--- src/rtl/evbe_pkg.sv ---
// ----------------------------------------------------------------------------
// Encoded value byte encoder: package
// Widths, type codes and the descriptor passed from classifier to serializer.
// ----------------------------------------------------------------------------
package evbe_pkg;

  localparam int unsigned KindW  = 5;
  localparam int unsigned ValueW = 64;
  localparam int unsigned ByteW  = 8;
  localparam int unsigned LenW   = 4;   // value byte count 0..8

  // Default depth of the descriptor queue
  localparam int unsigned DescQueueDepth = 2;

  // Value type codes
  localparam logic [KindW-1:0] KindByte       = 5'd0;
  localparam logic [KindW-1:0] KindShort      = 5'd2;
  localparam logic [KindW-1:0] KindChar       = 5'd3;
  localparam logic [KindW-1:0] KindInt        = 5'd4;
  localparam logic [KindW-1:0] KindLong       = 5'd6;
  localparam logic [KindW-1:0] KindFloat      = 5'd16;
  localparam logic [KindW-1:0] KindDouble     = 5'd17;
  localparam logic [KindW-1:0] KindIdxFirst   = 5'd21;
  localparam logic [KindW-1:0] KindIdxLast    = 5'd27;
  localparam logic [KindW-1:0] KindArray      = 5'd28;
  localparam logic [KindW-1:0] KindAnnotation = 5'd29;
  localparam logic [KindW-1:0] KindNull       = 5'd30;
  localparam logic [KindW-1:0] KindBoolean    = 5'd31;

  // One classified value: header byte, count of value bytes after it and
  // the value bytes aligned so the first one to send sits in the low byte.
  typedef struct packed {
    logic [ByteW-1:0]  header;
    logic [LenW-1:0]   nbytes;
    logic [ValueW-1:0] data;
  } desc_t;

endpackage

--- src/rtl/evbe_front.sv ---
// ----------------------------------------------------------------------------
// Encoded value byte encoder: front end
// Classifies an accepted value by kind, finds its trimmed length and builds
// the descriptor for the serializer. Unknown kinds are dropped here.
// ----------------------------------------------------------------------------
module evbe_front (
  input  logic                          accept_i,
  input  logic [evbe_pkg::KindW-1:0]    kind_i,
  input  logic [evbe_pkg::ValueW-1:0]   value_bits_i,
  output logic                          wr_valid_o,
  output evbe_pkg::desc_t               wr_desc_o
);
  import evbe_pkg::*;

  // Shortest byte count that keeps the sign of v
  function automatic logic [LenW-1:0] signed_len(logic [ValueW-1:0] v);
    logic [LenW-1:0]   n;
    logic [ValueW-1:0] s;
    n = LenW'(ValueW / ByteW);
    for (int i = ValueW / ByteW - 1; i >= 1; i--) begin
      s = ValueW'($signed(v) >>> (ByteW * i - 1));
      if (s == '0 || s == '1) n = LenW'(i);
    end
    return n;
  endfunction

  // Shortest byte count that holds v unsigned
  function automatic logic [LenW-1:0] unsigned_len(logic [ValueW-1:0] v);
    logic [LenW-1:0] n;
    n = LenW'(ValueW / ByteW);
    for (int i = ValueW / ByteW - 1; i >= 1; i--) begin
      if ((v >> (ByteW * i)) == '0) n = LenW'(i);
    end
    return n;
  endfunction

  // Index of the lowest nonzero byte, or the top byte when all are zero
  function automatic logic [LenW-2:0] float_start(logic [ValueW-1:0] v,
                                                  logic [LenW-1:0]   total);
    logic [LenW-2:0] k;
    k = (LenW-1)'(total - LenW'(1));
    for (int b = ValueW / ByteW - 1; b >= 0; b--) begin
      if (v[ByteW*b +: ByteW] != '0) k = (LenW-1)'(b);
    end
    return k;
  endfunction

  logic              keep;
  logic [ValueW-1:0] v;
  logic [LenW-1:0]   len;
  logic [LenW-2:0]   start;

  // Classify the value and trim it
  always_comb begin
    keep      = 1'b1;
    v         = value_bits_i;
    len       = LenW'(1);
    start     = '0;
    wr_desc_o = '0;
    case (kind_i)
      KindByte: begin
        v   = {{(ValueW-8){value_bits_i[7]}}, value_bits_i[7:0]};
        len = signed_len(v);
      end
      KindShort: begin
        v   = {{(ValueW-16){value_bits_i[15]}}, value_bits_i[15:0]};
        len = signed_len(v);
      end
      KindChar: begin
        v   = {{(ValueW-16){1'b0}}, value_bits_i[15:0]};
        len = unsigned_len(v);
      end
      KindInt: begin
        v   = {{(ValueW-32){value_bits_i[31]}}, value_bits_i[31:0]};
        len = signed_len(v);
      end
      KindLong: begin
        len = signed_len(v);
      end
      KindFloat: begin
        v     = {{(ValueW-32){1'b0}}, value_bits_i[31:0]};
        start = float_start(v, LenW'(4));
        len   = LenW'(4) - {1'b0, start};
      end
      KindDouble: begin
        start = float_start(v, LenW'(8));
        len   = LenW'(8) - {1'b0, start};
      end
      KindArray, KindAnnotation, KindNull: begin
        len = '0;
      end
      KindBoolean: begin
        len = '0;
      end
      default: begin
        if (kind_i inside {[KindIdxFirst:KindIdxLast]}) begin
          v   = {{(ValueW-32){1'b0}}, value_bits_i[31:0]};
          len = unsigned_len(v);
        end else begin
          keep = 1'b0;
          len  = '0;
        end
      end
    endcase

    // Build the header: argument is length minus one, or the flag bit
    if (kind_i == KindBoolean) begin
      wr_desc_o.header = {2'b00, value_bits_i[0], kind_i};
    end else if (len == '0) begin
      wr_desc_o.header = {3'b000, kind_i};
    end else begin
      wr_desc_o.header = {3'(len - LenW'(1)), kind_i};
    end
    wr_desc_o.nbytes = len;
    wr_desc_o.data   = v >> {start, 3'b000};
  end

  assign wr_valid_o = accept_i && keep;

endmodule

--- src/rtl/evbe_queue.sv ---
// ----------------------------------------------------------------------------
// Encoded value byte encoder: descriptor queue
// Small FIFO between classifier and serializer so each side stalls alone.
// ----------------------------------------------------------------------------
module evbe_queue #(
  parameter int unsigned Depth = evbe_pkg::DescQueueDepth
) (
  input  logic            clk_i,
  input  logic            rst_ni,
  input  logic            wr_valid_i,
  input  evbe_pkg::desc_t wr_desc_i,
  output logic            full_o,
  output logic            rd_valid_o,
  input  logic            rd_ready_i,
  output evbe_pkg::desc_t rd_desc_o
);
  import evbe_pkg::*;

  localparam int unsigned PtrW = (Depth > 1) ? $clog2(Depth) : 1;
  localparam int unsigned CntW = $clog2(Depth + 1);

  desc_t           mem_q [Depth];
  logic [PtrW-1:0] wr_ptr_q, wr_ptr_d;
  logic [PtrW-1:0] rd_ptr_q, rd_ptr_d;
  logic [CntW-1:0] count_q, count_d;
  logic            do_wr, do_rd;

  assign full_o     = (count_q == CntW'(Depth));
  assign rd_valid_o = (count_q != '0);
  assign rd_desc_o  = mem_q[rd_ptr_q];
  assign do_wr      = wr_valid_i && !full_o;
  assign do_rd      = rd_ready_i && rd_valid_o;

  // Advance pointers with wrap, track occupancy
  always_comb begin
    wr_ptr_d = wr_ptr_q;
    rd_ptr_d = rd_ptr_q;
    count_d  = count_q;
    if (do_wr) begin
      wr_ptr_d = (wr_ptr_q == PtrW'(Depth - 1)) ? '0 : wr_ptr_q + PtrW'(1);
    end
    if (do_rd) begin
      rd_ptr_d = (rd_ptr_q == PtrW'(Depth - 1)) ? '0 : rd_ptr_q + PtrW'(1);
    end
    if (do_wr && !do_rd) begin
      count_d = count_q + CntW'(1);
    end else if (do_rd && !do_wr) begin
      count_d = count_q - CntW'(1);
    end
  end

  always_ff @(posedge clk_i or negedge rst_ni) begin
    if (!rst_ni) begin
      wr_ptr_q <= '0;
      rd_ptr_q <= '0;
      count_q  <= '0;
    end else begin
      wr_ptr_q <= wr_ptr_d;
      rd_ptr_q <= rd_ptr_d;
      count_q  <= count_d;
    end
  end

  // Store the incoming descriptor
  always_ff @(posedge clk_i) begin
    if (do_wr) begin
      mem_q[wr_ptr_q] <= wr_desc_i;
    end
  end

endmodule

--- src/rtl/evbe_back.sv ---
// ----------------------------------------------------------------------------
// Encoded value byte encoder: back end
// Serializes one descriptor into a header byte and its value bytes, one byte
// per cycle while the pop side keeps taking them, through a result register read by the pop side.
// ----------------------------------------------------------------------------
module evbe_back (
  input  logic                       clk_i,
  input  logic                       rst_ni,
  input  logic                       rd_valid_i,
  input  evbe_pkg::desc_t            rd_desc_i,
  output logic                       rd_ready_o,
  input  logic                       pop_i,
  output logic                       empty_o,
  output logic [evbe_pkg::ByteW-1:0] out_byte_o,
  output logic                       last_byte_o
);
  import evbe_pkg::*;

  logic              out_valid_q, out_valid_d;
  logic [ByteW-1:0]  out_byte_q, out_byte_d;
  logic              out_last_q, out_last_d;
  logic              busy_q, busy_d;
  logic [ValueW-1:0] data_q, data_d;
  logic [LenW-1:0]   remain_q, remain_d;
  logic              adv;

  // Result register is free when empty or being taken
  assign adv        = !out_valid_q || pop_i;
  assign rd_ready_o = adv && !busy_q;

  always_comb begin
    out_valid_d = out_valid_q;
    out_byte_d  = out_byte_q;
    out_last_d  = out_last_q;
    busy_d      = busy_q;
    data_d      = data_q;
    remain_d    = remain_q;
    if (adv) begin
      if (busy_q) begin
        // Send the next value byte, shift the rest down
        out_valid_d = 1'b1;
        out_byte_d  = data_q[ByteW-1:0];
        out_last_d  = (remain_q == LenW'(1));
        data_d      = data_q >> ByteW;
        remain_d    = remain_q - LenW'(1);
        busy_d      = (remain_q != LenW'(1));
      end else if (rd_valid_i) begin
        // Take a descriptor and send its header
        out_valid_d = 1'b1;
        out_byte_d  = rd_desc_i.header;
        out_last_d  = (rd_desc_i.nbytes == '0);
        data_d      = rd_desc_i.data;
        remain_d    = rd_desc_i.nbytes;
        busy_d      = (rd_desc_i.nbytes != '0);
      end else begin
        out_valid_d = 1'b0;
      end
    end
  end

  always_ff @(posedge clk_i or negedge rst_ni) begin
    if (!rst_ni) begin
      out_valid_q <= 1'b0;
      busy_q      <= 1'b0;
      remain_q    <= '0;
    end else begin
      out_valid_q <= out_valid_d;
      busy_q      <= busy_d;
      remain_q    <= remain_d;
    end
  end

  // Payload registers
  always_ff @(posedge clk_i) begin
    out_byte_q <= out_byte_d;
    out_last_q <= out_last_d;
    data_q     <= data_d;
  end

  assign empty_o     = !out_valid_q;
  assign out_byte_o  = out_byte_q;
  assign last_byte_o = out_last_q;

endmodule

--- src/rtl/encoded_value_byte_encoder.sv ---
// A value of n value bytes leaves as n+1 bytes (header plus 1 to 8 value
// bytes; one byte for null, boolean, array and annotation), one byte per
// cycle while pop takes them; the single byte-wide result register sets
// that rate. Values are taken on any cycle the descriptor queue has room
// and reach the result port through the descriptor queue and then the
// result register. Unknown kinds are accepted and produce no bytes.
// ----------------------------------------------------------------------------
// Encoded value byte encoder: top level
// Classifier, descriptor queue and byte serializer with queue-style ports.
// ----------------------------------------------------------------------------
module encoded_value_byte_encoder #(
  parameter int unsigned QueueDepth = evbe_pkg::DescQueueDepth
) (
  input  logic                          clk_i,
  input  logic                          rst_ni,
  input  logic                          push,
  output logic                          full,
  input  logic [evbe_pkg::KindW-1:0]    kind_i,
  input  logic [evbe_pkg::ValueW-1:0]   value_bits_i,
  output logic                          empty,
  input  logic                          pop,
  output logic [evbe_pkg::ByteW-1:0]    out_byte_o,
  output logic                          last_byte_o
);
  import evbe_pkg::*;

  logic  accept;
  logic  wr_valid;
  desc_t wr_desc;
  logic  rd_valid;
  logic  rd_ready;
  desc_t rd_desc;

  // Accept a transaction whenever the queue has room
  assign accept = push && !full;

  evbe_front u_front (
    .accept_i     (accept),
    .kind_i       (kind_i),
    .value_bits_i (value_bits_i),
    .wr_valid_o   (wr_valid),
    .wr_desc_o    (wr_desc)
  );

  evbe_queue #(
    .Depth (QueueDepth)
  ) u_queue (
    .clk_i      (clk_i),
    .rst_ni     (rst_ni),
    .wr_valid_i (wr_valid),
    .wr_desc_i  (wr_desc),
    .full_o     (full),
    .rd_valid_o (rd_valid),
    .rd_ready_i (rd_ready),
    .rd_desc_o  (rd_desc)
  );

  evbe_back u_back (
    .clk_i       (clk_i),
    .rst_ni      (rst_ni),
    .rd_valid_i  (rd_valid),
    .rd_desc_i   (rd_desc),
    .rd_ready_o  (rd_ready),
    .pop_i       (pop),
    .empty_o     (empty),
    .out_byte_o  (out_byte_o),
    .last_byte_o (last_byte_o)
  );

endmodule

--- config.mk ---
export PLATFORM = sky130hd
export DESIGN_NAME = encoded_value_byte_encoder
export DESIGN_NICKNAME = d
export VERILOG_FILES = /design/src/rtl/evbe_pkg.sv /design/src/rtl/evbe_front.sv /design/src/rtl/evbe_queue.sv /design/src/rtl/evbe_back.sv /design/src/rtl/encoded_value_byte_encoder.sv
export SDC_FILE = /design/constraint.sdc
export NUM_CORES = 1
export LEC_CHECK = 0
export ABC_AREA = 1
export BUFFER_PORTS_ARGS = -buffer_cell sky130_fd_sc_hd__clkbuf_2
export CORE_UTILIZATION = 55
export DETAILED_ROUTE_END_ITERATION = 8
export PLACE_DENSITY = 0.73
export SLEW_MARGIN = 10
export SYNTH_ARGS = -nofsm -noshare
export SYNTH_HDL_FRONTEND = slang
export SYNTH_SLANG_ARGS = --single-unit
--- constraint.sdc ---
create_clock -name clk_i -period 6.5 [get_ports clk_i]
set_input_delay 0.65 -clock clk_i [delete_from_list [all_inputs] [get_ports clk_i]]
set_output_delay 0.65 -clock clk_i [all_outputs]
set_load 0.02 [all_outputs]
==> results.json, run 1 <==
{
  "outcome": "finished clean",
  "synthesis.area_per_instance_um2": 8.57,
  "synth_cells": 1474,
  "num_vias": 10600,
  "whs_ns": 0.00914,
  "stdcell_count": 1825,
  "numCtsBuffers": 26,
  "crit_slowest_cell": "buf_4",
  "hold_violations": 0,
  "synth_area_um2": 12600,
  "cts_buffer_depth": 3,
  "clock_sinks": 235,
  "max_cap_violations": 0,
  "ys_types": 43,
  "timing.final.crit_share_pct": 55.1,
  "synthFlopType": "edfxtp_1",
  "tightest_slew_ns": 1.05,
  "grt_pass1_vias": 9748,
  "postSynth.asyncResetShare_pct": 4.26,
  "crit_chain": "clkbuf_2, inv_2, nor2_1, nand3_2, nand3_2, nor2_4, nand2_8, o21ai_1, nor2_4, buf_4",
  "cellPowerDensity_nw_per_um2": 375,
  "arrival_ns": 3.72,
  "antenna_found_initial": 0,
  "cts_tree": "built",
  "path_clk_slew_ns": 0.06,
  "clock_skew_ns": 0.0102,
  "num_rows": 55,
  "utilization_pct": 62.0,
  "insertion_delay_ns": 0.51,
  "required_ns": 6.63,
  "ys_warn_count": 0,
  "fmax_ghz": 0.279,
  "place_area_um2": 13200,
  "grt_use_total_pct": 28.9,
  "crit_family": "simple AND/OR/NAND/NOR gates",
  "r2r-end": "u_back.data_q[41]$_DFFE_PP_",
  "wl_per_cell_um": 18.5,
  "ys_seq_area_share_pct": 55.5,
  "fin_ws_ns": 2.92,
  "dieArea_um2": 23600,
  "final_antenna_net_count": 0,
  "critical_path_buf_inv_count": 3,
  "finalSetupViolCount": 0,
  "synth_seq_cells": 235,
  "dr.first_iter.drc_count": 1007,
  "crit_fanout": 53,
  "drive_gt1_share_pct": 12.1,
  "rsz0062_at_grt": "no",
  "drcViolationCount": 0,
  "gp_congestion": 0.946,
  "syn2layout_area_growth_pct": 10.8,
  "fin_area_um2": 14000,
  "start_kind": "input pin",
  "grt_max_degree": 81,
  "core_um2": 22600,
  "ff2ff_path_depth": 4,
  "timing.final.max_slew_violations": 0,
  "hold_path.class": "input pin to asynchronous set/reset pin",
  "hpwl_mm": 23.0,
  "finalPower_mw": 5.24,
  "finalSetupTns_ns": 0,
  "slew-limit-headroom_pct": 29.9,
  "n_antenna_cell": 0,
  "worst-setup-path-type": "input pin to flip-flop",
  "synth_edf_count": 225,
  "r2r-start": "u_back.busy_q$_DFFE_PN0N_",
  "cp-end-kind": "flip-flop",
  "grt_pass1_wl_mm": 53.2,
  "ir_worst_vdd_uv": 259,
  "p_leak_nw": 5.76,
  "first_pass_iters": 6,
  "pre_cts_slack_ns": 2.42,
  "min_period_ns": 3.58,
  "syn-num-nets": 1554,
  "reg2reg_slack_ns": 3.49,
  "fin_nets": 1600,
  "dp_cells": 1777,
  "ctsHoldBuffers": 0,
  "io_pins": 84,
  "initial_core_util_pct": 56.0,
  "dieHeight_um": 154,
  "dieWidth_um": 154,
  "viasPerCell": 5.81,
  "portBuffers": 83,
  "globalRouteOverflowTotal": 0,
  "post-cts-setup-buffers": 0,
  "cts-root-buf": "clkbuf_16",
  "cts_resized": 0,
  "h-tree-depth": 1,
  "routed_wl_mm": 33.7,
  "slowest_delay_ns": 0.73
}
==> worst max-delay path by stage <==
stage                    from                              to  slack (ns)  cells past startpoint
floorplan                 pop  u_back.remain_q[3]$_DFFE_PN0P_        0.98                      6
global placement    kind_i[1]  u_queue.mem_q[1][57]$_DFFE_PP_        2.50                      9
detailed placement  kind_i[3]  u_queue.mem_q[1][57]$_DFFE_PP_        2.42                      9
CTS                 kind_i[3]  u_queue.mem_q[1][33]$_DFFE_PP_        2.95                      9
global route        kind_i[1]  u_queue.mem_q[1][33]$_DFFE_PP_        2.73                     10
finish              kind_i[0]  u_queue.mem_q[1][33]$_DFFE_PP_        2.92                     10
==> flip-flops by register name, summed over array words and instances (netlist names), 2 cells and up <==
signal,cells
u_queue.mem_q,152
u_queue.count_q,2
u_back.data_q,64
u_back.out_byte_o,8
u_back.remain_q,4
==> cells in the final DEF (no fill, tap or decap), types with 3 or more instances in the layout <==
cell type  instances
nand2_1          417
edfxtp_1         225
nor2_1           172
a21oi_1          171
nand3_1          104
inv_1             87
clkbuf_2          83
o21ai_0           46
o21ai_1           29
clkbuf_16         27
nand4_1           25
inv_2             16
buf_4             13
nor3_1            11
o211ai_1          10
clkbuf_1           9
nor4_1             8
dfrtp_1            8
ha_1               7
nand2_2            6
nor2_4             6
nand3_2            6
o21ai_2            5
nor2b_1            5
nor2_2             3
nand2_4            3
and2b_1            3
xor2_1             3
clkinv_1           3
clkinv_2           3
==> cells in the mapped netlist, types with 15 or more instances <==
cell type,count,share of area (%)
a21oi_1,172,6.8
buf_2,18,0.71
clkbuf_1,42,1.2
edfxtp_1,225,53
inv_1,88,2.6
inv_2,15,0.45
nand2_1,418,12
nand3_1,104,4.1
nand4_1,25,1.2
nor2_1,174,5.2
o21ai_0,46,1.8
o21ai_1,30,1.2
==> cell type report <==
type	instances	area (µm²)
well taps	285	357
clock inverters	11	88.8
multi-input cells	1057	4910
flip-flops and latches	235	7010
inverters	104	393
repair buffers	96	513
clock buffers	37	723
fillers	1919	8570
==> where the power goes <==
group	internal (mW)	switching, mW	leakage [nW]
clock	0.816	0.571	0.390
sequential	2.23	0.119	2.23
combinational	0.409	1.09	3.14
==> cells by family after synthesis <==
family                     Yosys count  share of synthesized area, %
AOI/OAI and AO/OA                  270                          11.2
buffers and inverters              182                          6.02
DFF                                235                          55.5
muxes                                2                         0.158
and+or+nand+nor                    774                          26.2
adders and majority gates            7                         0.693
xor gates and xnor gates             4                         0.277
==> routing by layer <==
layer	GRT usage [%]	wire, µm	vias to the layer above
met3	4.65	2690	56
met1	42.0	14700	4962
met4	9.95	1000	0
li1	-	-	5107
met2	44.4	15300	479
met5	0	0	-
Power figures use the tool's default switching activity.
==> inputs of run 2 (changes only) <==
- PLACE_DENSITY: 0.73 -> 0.76
- clock period: 6.5 -> 3.25 ns (I/O delays scaled with it)
==> run 2 against run 1 <==
Compared with the run above:
- count of clock-buffer cells in the layout is 11 lower
- critical endpoint is now u_queue.mem_q[0][75]$_DFFE_PP_
- non-clock buffer count is 13 higher
- clock power is 97% higher
- via count is 0.48% higher
- core utilization is 0.72 points higher
- die area stayed put
- hold slack better by 0.15 ns
- sequential share of layout area is 0.58 points lower
- final area is 1.2% higher
- first-iteration DRC count is 22% higher
- total power is 99% higher
- critical path type unchanged
==> results.json, run 2 (synthesized netlist as in run 1, its figures left out) <==
{
  "path_clk_slew_ns": 0.06,
  "grt_use_total_pct": 28.1,
  "numCtsBuffers": 23,
  "initial_core_util_pct": 56.0,
  "cp-end-kind": "flip-flop",
  "max_cap_violations": 0,
  "largest_reg_flops": 152,
  "cts-root-buf": "clkbuf_16",
  "grt_use_met3_pct": 2.99,
  "timing.final.crit_share_pct": 81.2,
  "insertion_delay_ns": 0.52,
  "whs_ns": 0.157,
  "num_rows": 55,
  "grt_max_degree": 77,
  "dieArea_um2": 23600,
  "hold_violations": 0,
  "layout_commonest_cell": "nand2_1",
  "ir_worst_vdd_uv": 387,
  "viasPerCell": 5.82,
  "grt_pass1_wl_mm": 51.7,
  "n_antenna_cell": 0,
  "required_ns": 3.50,
  "grt_use_met1_pct": 40.6,
  "use_met2_pct": 44.7,
  "grt_pass1_vias": 9670,
  "h-tree-depth": 1,
  "routed_wl_mm": 33.2,
  "finalSetupTns_ns": 0,
  "start_kind": "input pin",
  "regMostFlops": "u_queue.mem_q",
  "core_um2": 22600,
  "cellPowerDensity_nw_per_um2": 738,
  "clock_skew_ns": 0.0209,
  "worst-setup-path-type": "input pin to flip-flop",
  "final_antenna_net_count": 0,
  "io_pins": 84,
  "first_pass_iters": 6,
  "dieWidth_um": 154,
  "grt_busiest_layer": "met2",
  "cts_buffer_depth": 3,
  "slew-limit-headroom_pct": 42.5,
  "min_period_ns": 2.64,
  "globalRouteOverflowTotal": 0,
  "hold_path.class": "input pin to flip-flop",
  "portBuffers": 83,
  "hpwl_mm": 23.0,
  "fin_nets": 1610,
  "crit_fanout": 6,
  "gp_congestion": 0.992,
  "wl_per_cell_um": 18.1,
  "timing.final.max_slew_violations": 0,
  "drcViolationCount": 0,
  "dr.first_iter.drc_count": 1230,
  "rsz0062_at_grt": "no",
  "antenna_found_initial": 0,
  "num_vias": 10700,
  "outcome": "finished clean",
  "drive_gt1_share_pct": 12.9,
  "fmax_ghz": 0.379,
  "clock_sinks": 235,
  "finalSetupViolCount": 0,
  "cts_tree": "built",
  "arrival_ns": 2.89,
  "final_cell_mix": "nand2_1 (417), edfxtp_1 (225), nor2_1 (172)",
  "tightest_slew_ns": 0.862,
  "syn2layout_area_growth_pct": 12.1,
  "dieHeight_um": 154,
  "p_leak_nw": 5.84
}
[run 2: changes by cell type in the layout (fill, tap and decap cells not counted), sizes merged]
cell         before  now
clkinv            6    8
bufinv            1    4
clkbuf          120  109
dlygate4sd3       0    1
buf              13   25
[run 2: power breakdown]
group / switching (mW) / internal (mW) / total [mW]
clock network: 1.10 / 1.63 / 2.74
registers: 0.246 / 4.46 / 4.71
logic: 2.14 / 0.866 / 3.01
[run 2: final cells by class]
cell class	instances	area, µm²
Tap cell	285	357
Inverter	104	393
Multi-Input combinational cell	1057	4910
Fill cell	1853	8410
Clock inverter	16	200
Timing Repair Buffer	109	701
Clock buffer	26	587
Sequential cell	235	7010
[run 2: timing repair]
item / in CTS / in global routing
setup buffers: 0 / 0
hold buffers: 1 / 0
gates resized for setup: 0 / 0
hold endpoints to repair: 10 / 0
[run 2: worst paths after layout]
kind | start | depth (start not counted) | endpoint | slack, ns
hold / removal | value_bits_i[0] | 3 | u_queue.mem_q[0][73]$_DFFE_PP_ | 0.16
setup / recovery | value_bits_i[7] | 17 | u_queue.mem_q[0][75]$_DFFE_PP_ | 0.61
min in group asynchronous | rst_ni | 2 | u_back.remain_q[3]$_DFFE_PN0P_ | 0.22
setup reg to reg | u_back.busy_q$_DFFE_PN0N_ | 7 | u_queue.count_q[1]$_DFFE_PN0P_ | 1.26
hold reg to reg | u_queue.count_q[0]$_DFFE_PN0P_ | 1 | u_queue.count_q[0]$_DFFE_PN0P_ | 0.55
max in group asynchronous | rst_ni | 2 | u_back.busy_q$_DFFE_PN0N_ | 2.80
[run 2: metal layers]
metal	wire length (µm)	share of wire, %
met1	14200	43
met2	15400	46
met3	2590	7.8
met4	962	2.9
met5	0	0
[run 2: critical path, cell delays in order]
cell and delay, ns:
clkbuf_2 0.12, inv_2 0.10, nand4_1 0.09, nor2_1 0.29
nand2_2 0.20, inv_1 0.11, nand2_1 0.06, ha_1 0.29
a221oi_1 0.28, nand4_1 0.13, nor2_1 0.26, ha_1 0.20
inv_1 0.04, nor2_1 0.09, nand4_1 0.12, nand2_1 0.11
a21oi_1 0.06
[run 2: stage by stage]
stage / setup WS [ns] / std cells / power [mW] / utilization (%) / cell area [µm²]
final: 0.610 / 1832 / 10.5 / 62.7 / 14200
after global routing: 0.378 / 1832 / 11.0 / 62.7 / 14200
after CTS: 0.705 / 1832 / 10.5 / 62.7 / 14200
after detailed placement: 0.189 / 1789 / 7.76 / 59.2 / 13400
after global placement: 0.247 / 1789 / 7.66 / 59.2 / 13400
after floorplan: -0.451 / 1474 / 6.78 / - / 12700
